<file path="src/design/apc_pkg.sv">
// Shared types and constants of the affine permutation letter cipher.
package apc_pkg;

    // Size of the letter alphabet and the address width of the tables.
    localparam int ALPHABET_SIZE = 26;
    localparam int TBL_AW        = $clog2(ALPHABET_SIZE);

    // Letter index and table value width, fixed by the word fields.
    localparam int VAL_W = 5;
    localparam logic [VAL_W-1:0] ALPHA_N    = VAL_W'(ALPHABET_SIZE);
    localparam logic [VAL_W-1:0] ALPHA_LAST = VAL_W'(ALPHABET_SIZE - 1);

    // ASCII constants for letter detection.
    localparam logic [7:0] ASCII_A       = 8'd65;
    localparam logic [7:0] ASCII_Z       = 8'd90;
    localparam logic [7:0] CASE_BIT      = 8'd32;
    localparam logic [7:0] ASCII_LOWER_A = ASCII_A + CASE_BIT;
    localparam logic [7:0] ASCII_LOWER_Z = ASCII_Z + CASE_BIT;

    // Remainder unit sizing: a magnitude below 1024 needs ten reduction steps.
    localparam int MAG_W           = 10;
    localparam int MOD_STEPS       = MAG_W;
    localparam int STEPS_PER_STAGE = 2;
    localparam int MOD_STAGES      = MOD_STEPS / STEPS_PER_STAGE;
    localparam int TRIAL_W         = MAG_W + VAL_W;

    // Word kinds.
    localparam logic KIND_CIPHER = 1'b0;
    localparam logic KIND_LOAD   = 1'b1;

    // Configuration port.
    localparam int CFG_IDX_W  = 3;
    localparam int CFG_DATA_W = 5;

    typedef enum logic [CFG_IDX_W-1:0] {
        CFG_DECRYPT_MODE = 3'd0,
        CFG_MODULUS      = 3'd1,
        CFG_MULTIPLIER   = 3'd2,
        CFG_SHIFT        = 3'd3,
        CFG_INV_MULT     = 3'd4,
        CFG_USE_TABLE    = 3'd5
    } apc_cfg_t;

    // Input word.
    typedef struct packed {
        logic             kind;
        logic [7:0]       char_in;
        logic [VAL_W-1:0] entry_index;
        logic [VAL_W-1:0] entry_value;
    } apc_in_t;

    // Result word.
    typedef struct packed {
        logic [7:0] char_out;
        logic       was_letter;
    } apc_out_t;

    // Side information that travels with a word through the remainder unit.
    typedef struct packed {
        logic             kind;
        logic             letter;
        logic [7:0]       ch;
        logic             neg;
        logic [VAL_W-1:0] ld_index;
        logic [VAL_W-1:0] ld_value;
    } apc_tag_t;

endpackage

</file>
<file path="src/design/apc_mod_pipe.sv">
// Pipelined restoring remainder unit: magnitude mod a small modulus, two steps per stage.
module apc_mod_pipe
    import apc_pkg::*;
(
    input  logic             aclk,
    input  logic             aresetn,
    input  logic             adv,
    input  logic             in_vld,
    input  apc_tag_t         in_tag,
    input  logic [MAG_W-1:0] in_mag,
    input  logic [VAL_W-1:0] modulus,
    output logic             out_vld,
    output apc_tag_t         out_tag,
    output logic [VAL_W-1:0] out_rem
);

    logic             vld_reg [MOD_STAGES];
    apc_tag_t         tag_reg [MOD_STAGES];
    logic [MAG_W-1:0] rem_reg [MOD_STAGES];

    logic [MAG_W-1:0] stg_in  [MOD_STAGES];
    logic [MAG_W-1:0] stg_out [MOD_STAGES];

    // Each stage subtracts the shifted modulus wherever it fits, highest shift first.
    always_comb begin
        logic [MAG_W-1:0]   r;
        logic [TRIAL_W-1:0] trial;
        stg_in[0] = in_mag;
        for (int s = 1; s < MOD_STAGES; s++) begin
            stg_in[s] = rem_reg[s-1];
        end
        for (int s = 0; s < MOD_STAGES; s++) begin
            r = stg_in[s];
            for (int j = 0; j < STEPS_PER_STAGE; j++) begin
                trial = TRIAL_W'(modulus) << (MOD_STEPS - 1 - (s * STEPS_PER_STAGE + j));
                if (TRIAL_W'(r) >= trial) begin
                    r = r - trial[MAG_W-1:0];
                end
            end
            stg_out[s] = r;
        end
    end

    // Stage valid flags.
    always_ff @(posedge aclk) begin
        if (!aresetn) begin
            for (int s = 0; s < MOD_STAGES; s++) begin
                vld_reg[s] <= 1'b0;
            end
        end else if (adv) begin
            vld_reg[0] <= in_vld;
            for (int s = 1; s < MOD_STAGES; s++) begin
                vld_reg[s] <= vld_reg[s-1];
            end
        end
    end

    // Stage payload.
    always_ff @(posedge aclk) begin
        if (adv) begin
            tag_reg[0] <= in_tag;
            for (int s = 1; s < MOD_STAGES; s++) begin
                tag_reg[s] <= tag_reg[s-1];
            end
            for (int s = 0; s < MOD_STAGES; s++) begin
                rem_reg[s] <= stg_out[s];
            end
        end
    end

    assign out_vld = vld_reg[MOD_STAGES-1];
    assign out_tag = tag_reg[MOD_STAGES-1];
    assign out_rem = rem_reg[MOD_STAGES-1][VAL_W-1:0];

endmodule

</file>
<file path="src/design/affine_permutation_letter_cipher_core.sv">
// Top level of the affine permutation letter cipher.
//
//   Channel   Ports                                   Direction  Word
//   s_        s_valid, s_ready, s_data               in         apc_in_t
//   m_        m_valid, m_ready, m_data               out        apc_out_t
//   cfg_      cfg_valid, cfg_ready, cfg_index/_data  in         register write
//
// One word is taken per cycle unless a stall holds it; a cipher word's result shows on m_valid after the stages below.
// The pipeline is: forward table read, multiply, five remainder stages, inverse table
// read, output register. All stages advance together when the output register is free
// or being taken, so a stall on m_ready holds every stage and drops s_ready.
// Reset is synchronous; the tables read as identity through per-entry valid flags
// that reset clears at once, so no clearing pass is needed. Load words give no result.
module affine_permutation_letter_cipher_core
    import apc_pkg::*;
(
    input  logic                  aclk,
    input  logic                  aresetn,
    input  logic                  s_valid,
    output logic                  s_ready,
    input  apc_in_t               s_data,
    output logic                  m_valid,
    input  logic                  m_ready,
    output apc_out_t              m_data,
    input  logic                  cfg_valid,
    output logic                  cfg_ready,
    input  logic [CFG_IDX_W-1:0]  cfg_index,
    input  logic [CFG_DATA_W-1:0] cfg_data
);

    // Configuration registers.
    logic             decrypt_reg;
    logic [VAL_W-1:0] modulus_reg;
    logic [VAL_W-1:0] mult_reg;
    logic [VAL_W-1:0] shift_reg;
    logic [VAL_W-1:0] inv_mult_reg;
    logic             use_table_reg;

    assign cfg_ready = 1'b1;

    always_ff @(posedge aclk) begin
        if (!aresetn) begin
            decrypt_reg   <= 1'b0;
            modulus_reg   <= ALPHA_N;
            mult_reg      <= VAL_W'(1);
            shift_reg     <= '0;
            inv_mult_reg  <= VAL_W'(1);
            use_table_reg <= 1'b0;
        end else if (cfg_valid) begin
            unique case (apc_cfg_t'(cfg_index))
                CFG_DECRYPT_MODE: decrypt_reg   <= cfg_data[0];
                CFG_MODULUS:      modulus_reg   <= cfg_data;
                CFG_MULTIPLIER:   mult_reg      <= cfg_data;
                CFG_SHIFT:        shift_reg     <= cfg_data;
                CFG_INV_MULT:     inv_mult_reg  <= cfg_data;
                CFG_USE_TABLE:    use_table_reg <= cfg_data[0];
                default: begin
                end
            endcase
        end
    end

    // A zero modulus behaves as modulus one.
    logic [VAL_W-1:0] mod_eff;
    assign mod_eff = (modulus_reg == '0) ? VAL_W'(1) : modulus_reg;

    // Permutation by the reversed alphabet or a table entry; out of range passes through.
    function automatic logic [VAL_W-1:0] permute(input logic [VAL_W-1:0] v,
                                                 input logic use_tbl,
                                                 input logic ok,
                                                 input logic [VAL_W-1:0] tdata);
        logic [VAL_W-1:0] res;
        if (v >= ALPHA_N) begin
            res = v;
        end else if (use_tbl) begin
            res = ok ? tdata : v;
        end else begin
            res = ALPHA_LAST - v;
        end
        return res;
    endfunction

    // Global advance: every stage moves when the output register can take a word.
    logic m_valid_reg;
    logic advance;
    logic accept;
    assign advance = !m_valid_reg || m_ready;
    assign s_ready = advance;
    assign accept  = s_valid && advance;

    // Letter detection on the incoming word.
    logic [7:0]       in_up;
    logic             in_letter;
    logic [VAL_W-1:0] in_x;

    always_comb begin
        in_up = s_data.char_in;
        if (s_data.char_in >= ASCII_LOWER_A && s_data.char_in <= ASCII_LOWER_Z) begin
            in_up = s_data.char_in - CASE_BIT;
        end
        in_letter = (in_up >= ASCII_A) && (in_up <= ASCII_Z);
        in_x      = VAL_W'(in_up - ASCII_A);
    end

    // Forward table: written by load words and read by cipher words when taken.
    logic [VAL_W-1:0]         fwd_mem [ALPHABET_SIZE];
    logic [ALPHABET_SIZE-1:0] fwd_vld_reg;
    logic                     fwd_we;
    logic [TBL_AW-1:0]        fwd_waddr;
    logic [TBL_AW-1:0]        fwd_raddr;
    logic [VAL_W-1:0]         fwd_rd_reg;
    logic                     fwd_ok_reg;

    assign fwd_we    = accept && (s_data.kind == KIND_LOAD) && (s_data.entry_index < ALPHA_N);
    assign fwd_waddr = s_data.entry_index[TBL_AW-1:0];
    assign fwd_raddr = in_x[TBL_AW-1:0];

    always_ff @(posedge aclk) begin
        if (fwd_we) begin
            fwd_mem[fwd_waddr] <= s_data.entry_value;
        end
        if (accept) begin
            fwd_rd_reg <= fwd_mem[fwd_raddr];
            fwd_ok_reg <= fwd_vld_reg[fwd_raddr];
        end
    end

    always_ff @(posedge aclk) begin
        if (!aresetn) begin
            fwd_vld_reg <= '0;
        end else if (fwd_we) begin
            fwd_vld_reg[fwd_waddr] <= 1'b1;
        end
    end

    // Stage 1: decoded word.
    logic             s1_vld_reg;
    apc_tag_t         s1_tag_reg;
    logic [VAL_W-1:0] s1_x_reg;

    always_ff @(posedge aclk) begin
        if (!aresetn) begin
            s1_vld_reg <= 1'b0;
        end else if (advance) begin
            s1_vld_reg <= accept;
        end
    end

    always_ff @(posedge aclk) begin
        if (accept) begin
            s1_tag_reg.kind     <= s_data.kind;
            s1_tag_reg.letter   <= in_letter;
            s1_tag_reg.ch       <= s_data.char_in;
            s1_tag_reg.neg      <= 1'b0;
            s1_tag_reg.ld_index <= s_data.entry_index;
            s1_tag_reg.ld_value <= s_data.entry_value;
            s1_x_reg            <= in_x;
        end
    end

    // Stage 2 logic: permute and multiply-add for encryption, subtract then multiply for decryption, on magnitudes.
    logic [VAL_W-1:0] s1_perm;
    logic             s1_neg;
    logic [VAL_W-1:0] s1_op1;
    logic [VAL_W-1:0] s1_op2;
    logic [MAG_W-1:0] s1_mag;
    apc_tag_t         s1_tag_next;

    always_comb begin
        s1_perm = permute(s1_x_reg, use_table_reg, fwd_ok_reg, fwd_rd_reg);
        s1_neg  = decrypt_reg && (s1_x_reg < shift_reg);
        if (decrypt_reg) begin
            s1_op1 = s1_neg ? (shift_reg - s1_x_reg) : (s1_x_reg - shift_reg);
            s1_op2 = inv_mult_reg;
        end else begin
            s1_op1 = s1_perm;
            s1_op2 = mult_reg;
        end
        s1_mag = MAG_W'(s1_op1) * MAG_W'(s1_op2);
        if (!decrypt_reg) begin
            s1_mag = s1_mag + MAG_W'(shift_reg);
        end
        s1_tag_next     = s1_tag_reg;
        s1_tag_next.neg = s1_neg;
    end

    // Stage 2 registers: signed product as magnitude and sign.
    logic             s2_vld_reg;
    apc_tag_t         s2_tag_reg;
    logic [MAG_W-1:0] s2_mag_reg;

    always_ff @(posedge aclk) begin
        if (!aresetn) begin
            s2_vld_reg <= 1'b0;
        end else if (advance) begin
            s2_vld_reg <= s1_vld_reg;
        end
    end

    always_ff @(posedge aclk) begin
        if (advance) begin
            s2_tag_reg <= s1_tag_next;
            s2_mag_reg <= s1_mag;
        end
    end

    // Remainder of the magnitude by the modulus.
    logic             mp_vld;
    apc_tag_t         mp_tag;
    logic [VAL_W-1:0] mp_rem;

    apc_mod_pipe u_mod (
        .aclk    (aclk),
        .aresetn (aresetn),
        .adv     (advance),
        .in_vld  (s2_vld_reg),
        .in_tag  (s2_tag_reg),
        .in_mag  (s2_mag_reg),
        .modulus (mod_eff),
        .out_vld (mp_vld),
        .out_tag (mp_tag),
        .out_rem (mp_rem)
    );

    // Floored remainder: a negative product with a nonzero remainder folds to m - r.
    logic [VAL_W-1:0] aff_r;
    assign aff_r = (mp_tag.neg && (mp_rem != '0)) ? (mod_eff - mp_rem) : mp_rem;

    // Inverse table: written by load words and read by cipher words at this stage.
    logic [VAL_W-1:0]         inv_mem [ALPHABET_SIZE];
    logic [ALPHABET_SIZE-1:0] inv_vld_reg;
    logic                     inv_we;
    logic [TBL_AW-1:0]        inv_waddr;
    logic [TBL_AW-1:0]        inv_raddr;
    logic [VAL_W-1:0]         inv_rd_reg;
    logic                     inv_ok_reg;

    assign inv_we    = advance && mp_vld && (mp_tag.kind == KIND_LOAD)
                       && (mp_tag.ld_index < ALPHA_N) && (mp_tag.ld_value < ALPHA_N);
    assign inv_waddr = mp_tag.ld_value[TBL_AW-1:0];
    assign inv_raddr = aff_r[TBL_AW-1:0];

    always_ff @(posedge aclk) begin
        if (inv_we) begin
            inv_mem[inv_waddr] <= mp_tag.ld_index;
        end
        if (advance) begin
            inv_rd_reg <= inv_mem[inv_raddr];
            inv_ok_reg <= inv_vld_reg[inv_raddr];
        end
    end

    always_ff @(posedge aclk) begin
        if (!aresetn) begin
            inv_vld_reg <= '0;
        end else if (inv_we) begin
            inv_vld_reg[inv_waddr] <= 1'b1;
        end
    end

    // Inverse-read stage registers.
    logic             si_vld_reg;
    apc_tag_t         si_tag_reg;
    logic [VAL_W-1:0] si_r_reg;

    always_ff @(posedge aclk) begin
        if (!aresetn) begin
            si_vld_reg <= 1'b0;
        end else if (advance) begin
            si_vld_reg <= mp_vld;
        end
    end

    always_ff @(posedge aclk) begin
        if (advance) begin
            si_tag_reg <= mp_tag;
            si_r_reg   <= aff_r;
        end
    end

    // Final value and result word.
    logic [VAL_W-1:0] fin_val;
    apc_out_t         out_next;

    always_comb begin
        fin_val = decrypt_reg ? permute(si_r_reg, use_table_reg, inv_ok_reg, inv_rd_reg)
                              : si_r_reg;
        if (si_tag_reg.letter) begin
            out_next.char_out   = ASCII_A + 8'(fin_val);
            out_next.was_letter = 1'b1;
        end else begin
            out_next.char_out   = si_tag_reg.ch;
            out_next.was_letter = 1'b0;
        end
    end

    // Output register.
    apc_out_t m_data_reg;

    always_ff @(posedge aclk) begin
        if (!aresetn) begin
            m_valid_reg <= 1'b0;
        end else if (advance) begin
            m_valid_reg <= si_vld_reg && (si_tag_reg.kind == KIND_CIPHER);
        end
    end

    always_ff @(posedge aclk) begin
        if (advance) begin
            m_data_reg <= out_next;
        end
    end

    assign m_valid = m_valid_reg;
    assign m_data  = m_data_reg;

endmodule
</file>
<file path="config.mk">
export PLATFORM = sky130hd
export DESIGN_NAME = affine_permutation_letter_cipher_core
export DESIGN_NICKNAME = d
export VERILOG_FILES = /design/src/design/apc_pkg.sv /design/src/design/apc_mod_pipe.sv /design/src/design/affine_permutation_letter_cipher_core.sv
export SDC_FILE = /design/constraint.sdc
export NUM_CORES = 1
export LEC_CHECK = 0
export BUFFER_PORTS_ARGS = -buffer_cell sky130_fd_sc_hd__buf_2
export CELL_PAD_IN_SITES_DETAIL_PLACEMENT = 0
export CELL_PAD_IN_SITES_GLOBAL_PLACEMENT = 2
export CORE_MARGIN = 1.5
export CORE_UTILIZATION = 31
export CTS_BUF_LIST = sky130_fd_sc_hd__clkbuf_4 sky130_fd_sc_hd__clkbuf_8
export CTS_CLUSTER_SIZE = 20
export DETAILED_ROUTE_END_ITERATION = 16
export PLACE_DENSITY = 0.63
export SYNTH_ARGS = -nofsm -noshare
export SYNTH_HDL_FRONTEND = slang
export SYNTH_SLANG_ARGS = --single-unit
export TNS_END_PERCENT = 10
</file>
<file path="constraint.sdc">
create_clock -name aclk -period 14.65 [get_ports aclk]
set_input_delay 0.7325 -clock aclk [delete_from_list [all_inputs] [get_ports aclk]]
set_output_delay 0.7325 -clock aclk [all_outputs]
set_load 0.005 [all_outputs]
</file>
==> impl_metrics.tcl <==
set metrics [dict create \
    tns_ns 0 \
    yosys.area.top_type "edfxtp_1" \
    drive_above_1_share 0.173 \
    htreeDepth 3 \
    fin_skew_ns 0.0446 \
    hold_viol 0 \
    final_util 0.355 \
    grt_pass1_wl_mm 90.6 \
    cts-root-buf "clkbuf_8" \
    run_status "finished, final reports clean" \
    die_w_um 291 \
    finalCritPeriodShare 0.419 \
    port_buffers 42 \
    leakage_nw 10.7 \
    slew_violations 0 \
    start_util 0.313 \
    synth_nets 1941 \
    routabilityCongestion 0.766 \
    relSlewSlack 0.222 \
    crit_path_end_kind "flip-flop" \
    die_area_um2 84400 \
    crit_required_ns 15.08 \
    ioPinCount 44 \
    grtUsageMet2 0.224 \
    core.rowCount 105 \
    wire_per_inst_um 19.1 \
    dp_cells 2868 \
    postCtsSetupRepairBufs 0 \
    yosys_register_bits 585 \
    ys_seq_area_frac 0.655 \
    min_path_type "in -> reg" \
    path_max_fanout 6 \
    dp_hpwl_mm 37.9 \
    total_power_mw 4.41 \
    use_met3 0.0275 \
    cts_hold_buf 0 \
    ys.flop_type "edfxtp_1" \
    synth_area_um2 25600 \
    start_kind "flip-flop" \
    antenna_found_initial 4 \
    path_clk_slew_ns 0.06 \
    top_usage_layer "met2" \
    drc 0 \
    wirelength_mm 58.6 \
    cts_max_path_buffers 3 \
    worstPathArrival_ns 6.57 \
    synth-edff-count 507 \
    finalSetupViolCount 0 \
    syn-mean-instance-area_um2 14.2 \
    netlist_instances 1803 \
    grt_overflow 0 \
    preCtsSetupSlack_ns 8.57 \
    dr.pass1.iters 5 \
    track_usage 0.139 \
    ir_worst_vdd_mv 0.0693 \
    synthTopCellsByArea "edfxtp_1 59%, dfxtp_1 6.1%, ha_1 4.1%, mux4_2 3.5%, mux2i_1 2.5%" \
    synthArstFlopShare 0 \
    coreArea_um2 82000 \
    fin_nets 2038 \
    power_density_nw_per_um2 151 \
    timing.final.ws_setup_ns 8.52 \
    instances_no_fill 3061 \
    antenna_left 0 \
    yosys.area.top_type_share 0.594 \
    crit_type "reg -> reg" \
    clock_latency_ns 0.72 \
    max_freq_mhz 163 \
    cts_tree "built" \
    clock-sinks 585 \
    grt_max_degree 83 \
    yosys_warnings 0 \
    cts_buffers 100 \
    via_per_inst 4.81 \
    vias 14700 \
    cts-resized-gates 0 \
    syn_to_final_growth_pct 13.6 \
    drv_cap 0 \
    drtIter0Drc 942 \
    finalCriticalPeriod_ns 6.13 \
    grt_pass1_vias 15100 \
    yosysUniqueCellTypes 91 \
    die_y_um 291 \
    tightest_slew_ns 1.16 \
    rsz0062_at_grt "no" \
    grt.met1_usage 0.189 \
]
-- power by group --
group          internal (mW)  switching [mW]  total (mW)
sequential              1.92          0.0684        1.99
combinational          0.348           0.569       0.917
clock                  0.818           0.684        1.50
total                   3.09            1.32        4.41
-- placed cells by master (no fill, tap or decap), drive strengths merged, types with 24 or more instances in the layout --
cell / count
nand3: 40
o21a: 55
xnor2: 26
mux2: 36
a21o: 24
ha: 85
nor2: 128
clkinv: 25
mux4: 42
edfxtp: 507
nand2: 145
o21ai: 73
nor2b: 33
buf: 55
inv: 92
mux2i: 66
dfxtp: 78
a21oi: 79
clkbuf: 155
-- final timing paths --
check | slack (ns) | end | from | cells after the start
worst max register to register | 8.52 | s2_mag_reg[9] | shift_reg[1] | 20
worst min register to register | 0.40 | u_mod.tag_reg[0][55] | u_mod.tag_reg[0][34] | 0
worst min-delay path | 0.20 | s1_tag_next[20] | s_data[18] | 1
worst max-delay path | 8.52 | s2_mag_reg[9] | shift_reg[1] | 20
-- synth_stat cells (20+ instances only) --
cell type,count
o21a_1,55
edfxtp_1,507
o21ai_0,68
fa_1,21
nor2_1,126
nor2b_1,33
a21o_1,24
mux2_2,36
a31oi_1,20
mux4_2,40
ha_1,85
nand3_1,39
mux2i_1,64
clkbuf_1,38
a21oi_1,77
nand2_1,144
inv_1,83
dfxtp_1,78
xnor2_1,26
-- layer usage --
layer  up-vias  wire length, um
li1       7036                -
met2       282            27400
met1      7303            27400
met3        95             2380
met4         2             1390
met5         -                7
-- critical path, cell delays in order, from the launching register on --
cell	delay, ns
dfxtp_1	0.48
inv_1	0.13
ha_1	0.32
nor2b_1	0.14
o21ai_1	0.30
a21boi_0	0.18
o21ai_0	0.24
a211oi_1	0.11
a211o_1	0.36
or2_2	0.33
fa_1	0.49
fa_1	0.51
fa_1	0.54
inv_1	0.04
ha_1	0.34
xor2_1	0.17
ha_1	0.34
a21oi_1	0.10
nor4bb_1	0.41
nand3_1	0.15
xnor2_1	0.15
-- final cells by class --
cell class | count | area, um2
clock inverter | 33 | 233
tap | 1070 | 1340
multi-input combinational | 1072 | 8270
timing repair buffer | 55 | 308
antenna | 5 | 12.5
inverter | 86 | 330
fill | 7917 | 52800
clock buffer | 155 | 1850
sequential | 585 | 16800
-- stage by stage --
step                      cell area (um2)  hold WS [ns]
after global placement              27000         0.401
after CTS                           29100         0.129
after global routing                29100         0.133
final                               29100         0.205
after detailed placement            27000         0.405
after floorplan                     25600         0.400
-- cells by family (layout without fill, tap and decap cells) --
group | count (synthesis) | in the layout | share of synthesized area
fa+ha+maj | 106 | 106 | 0.0579
buf+inv | 146 | 329 | 0.0235
simple gates | 436 | 436 | 0.0805
xor+xnor | 45 | 45 | 0.0154
flops | 585 | 585 | 0.655
mux | 144 | 144 | 0.0791
compound gates | 340 | 340 | 0.0889
other cells | 1 | 6 | 0.000146
(Power assumes the default switching activity.)
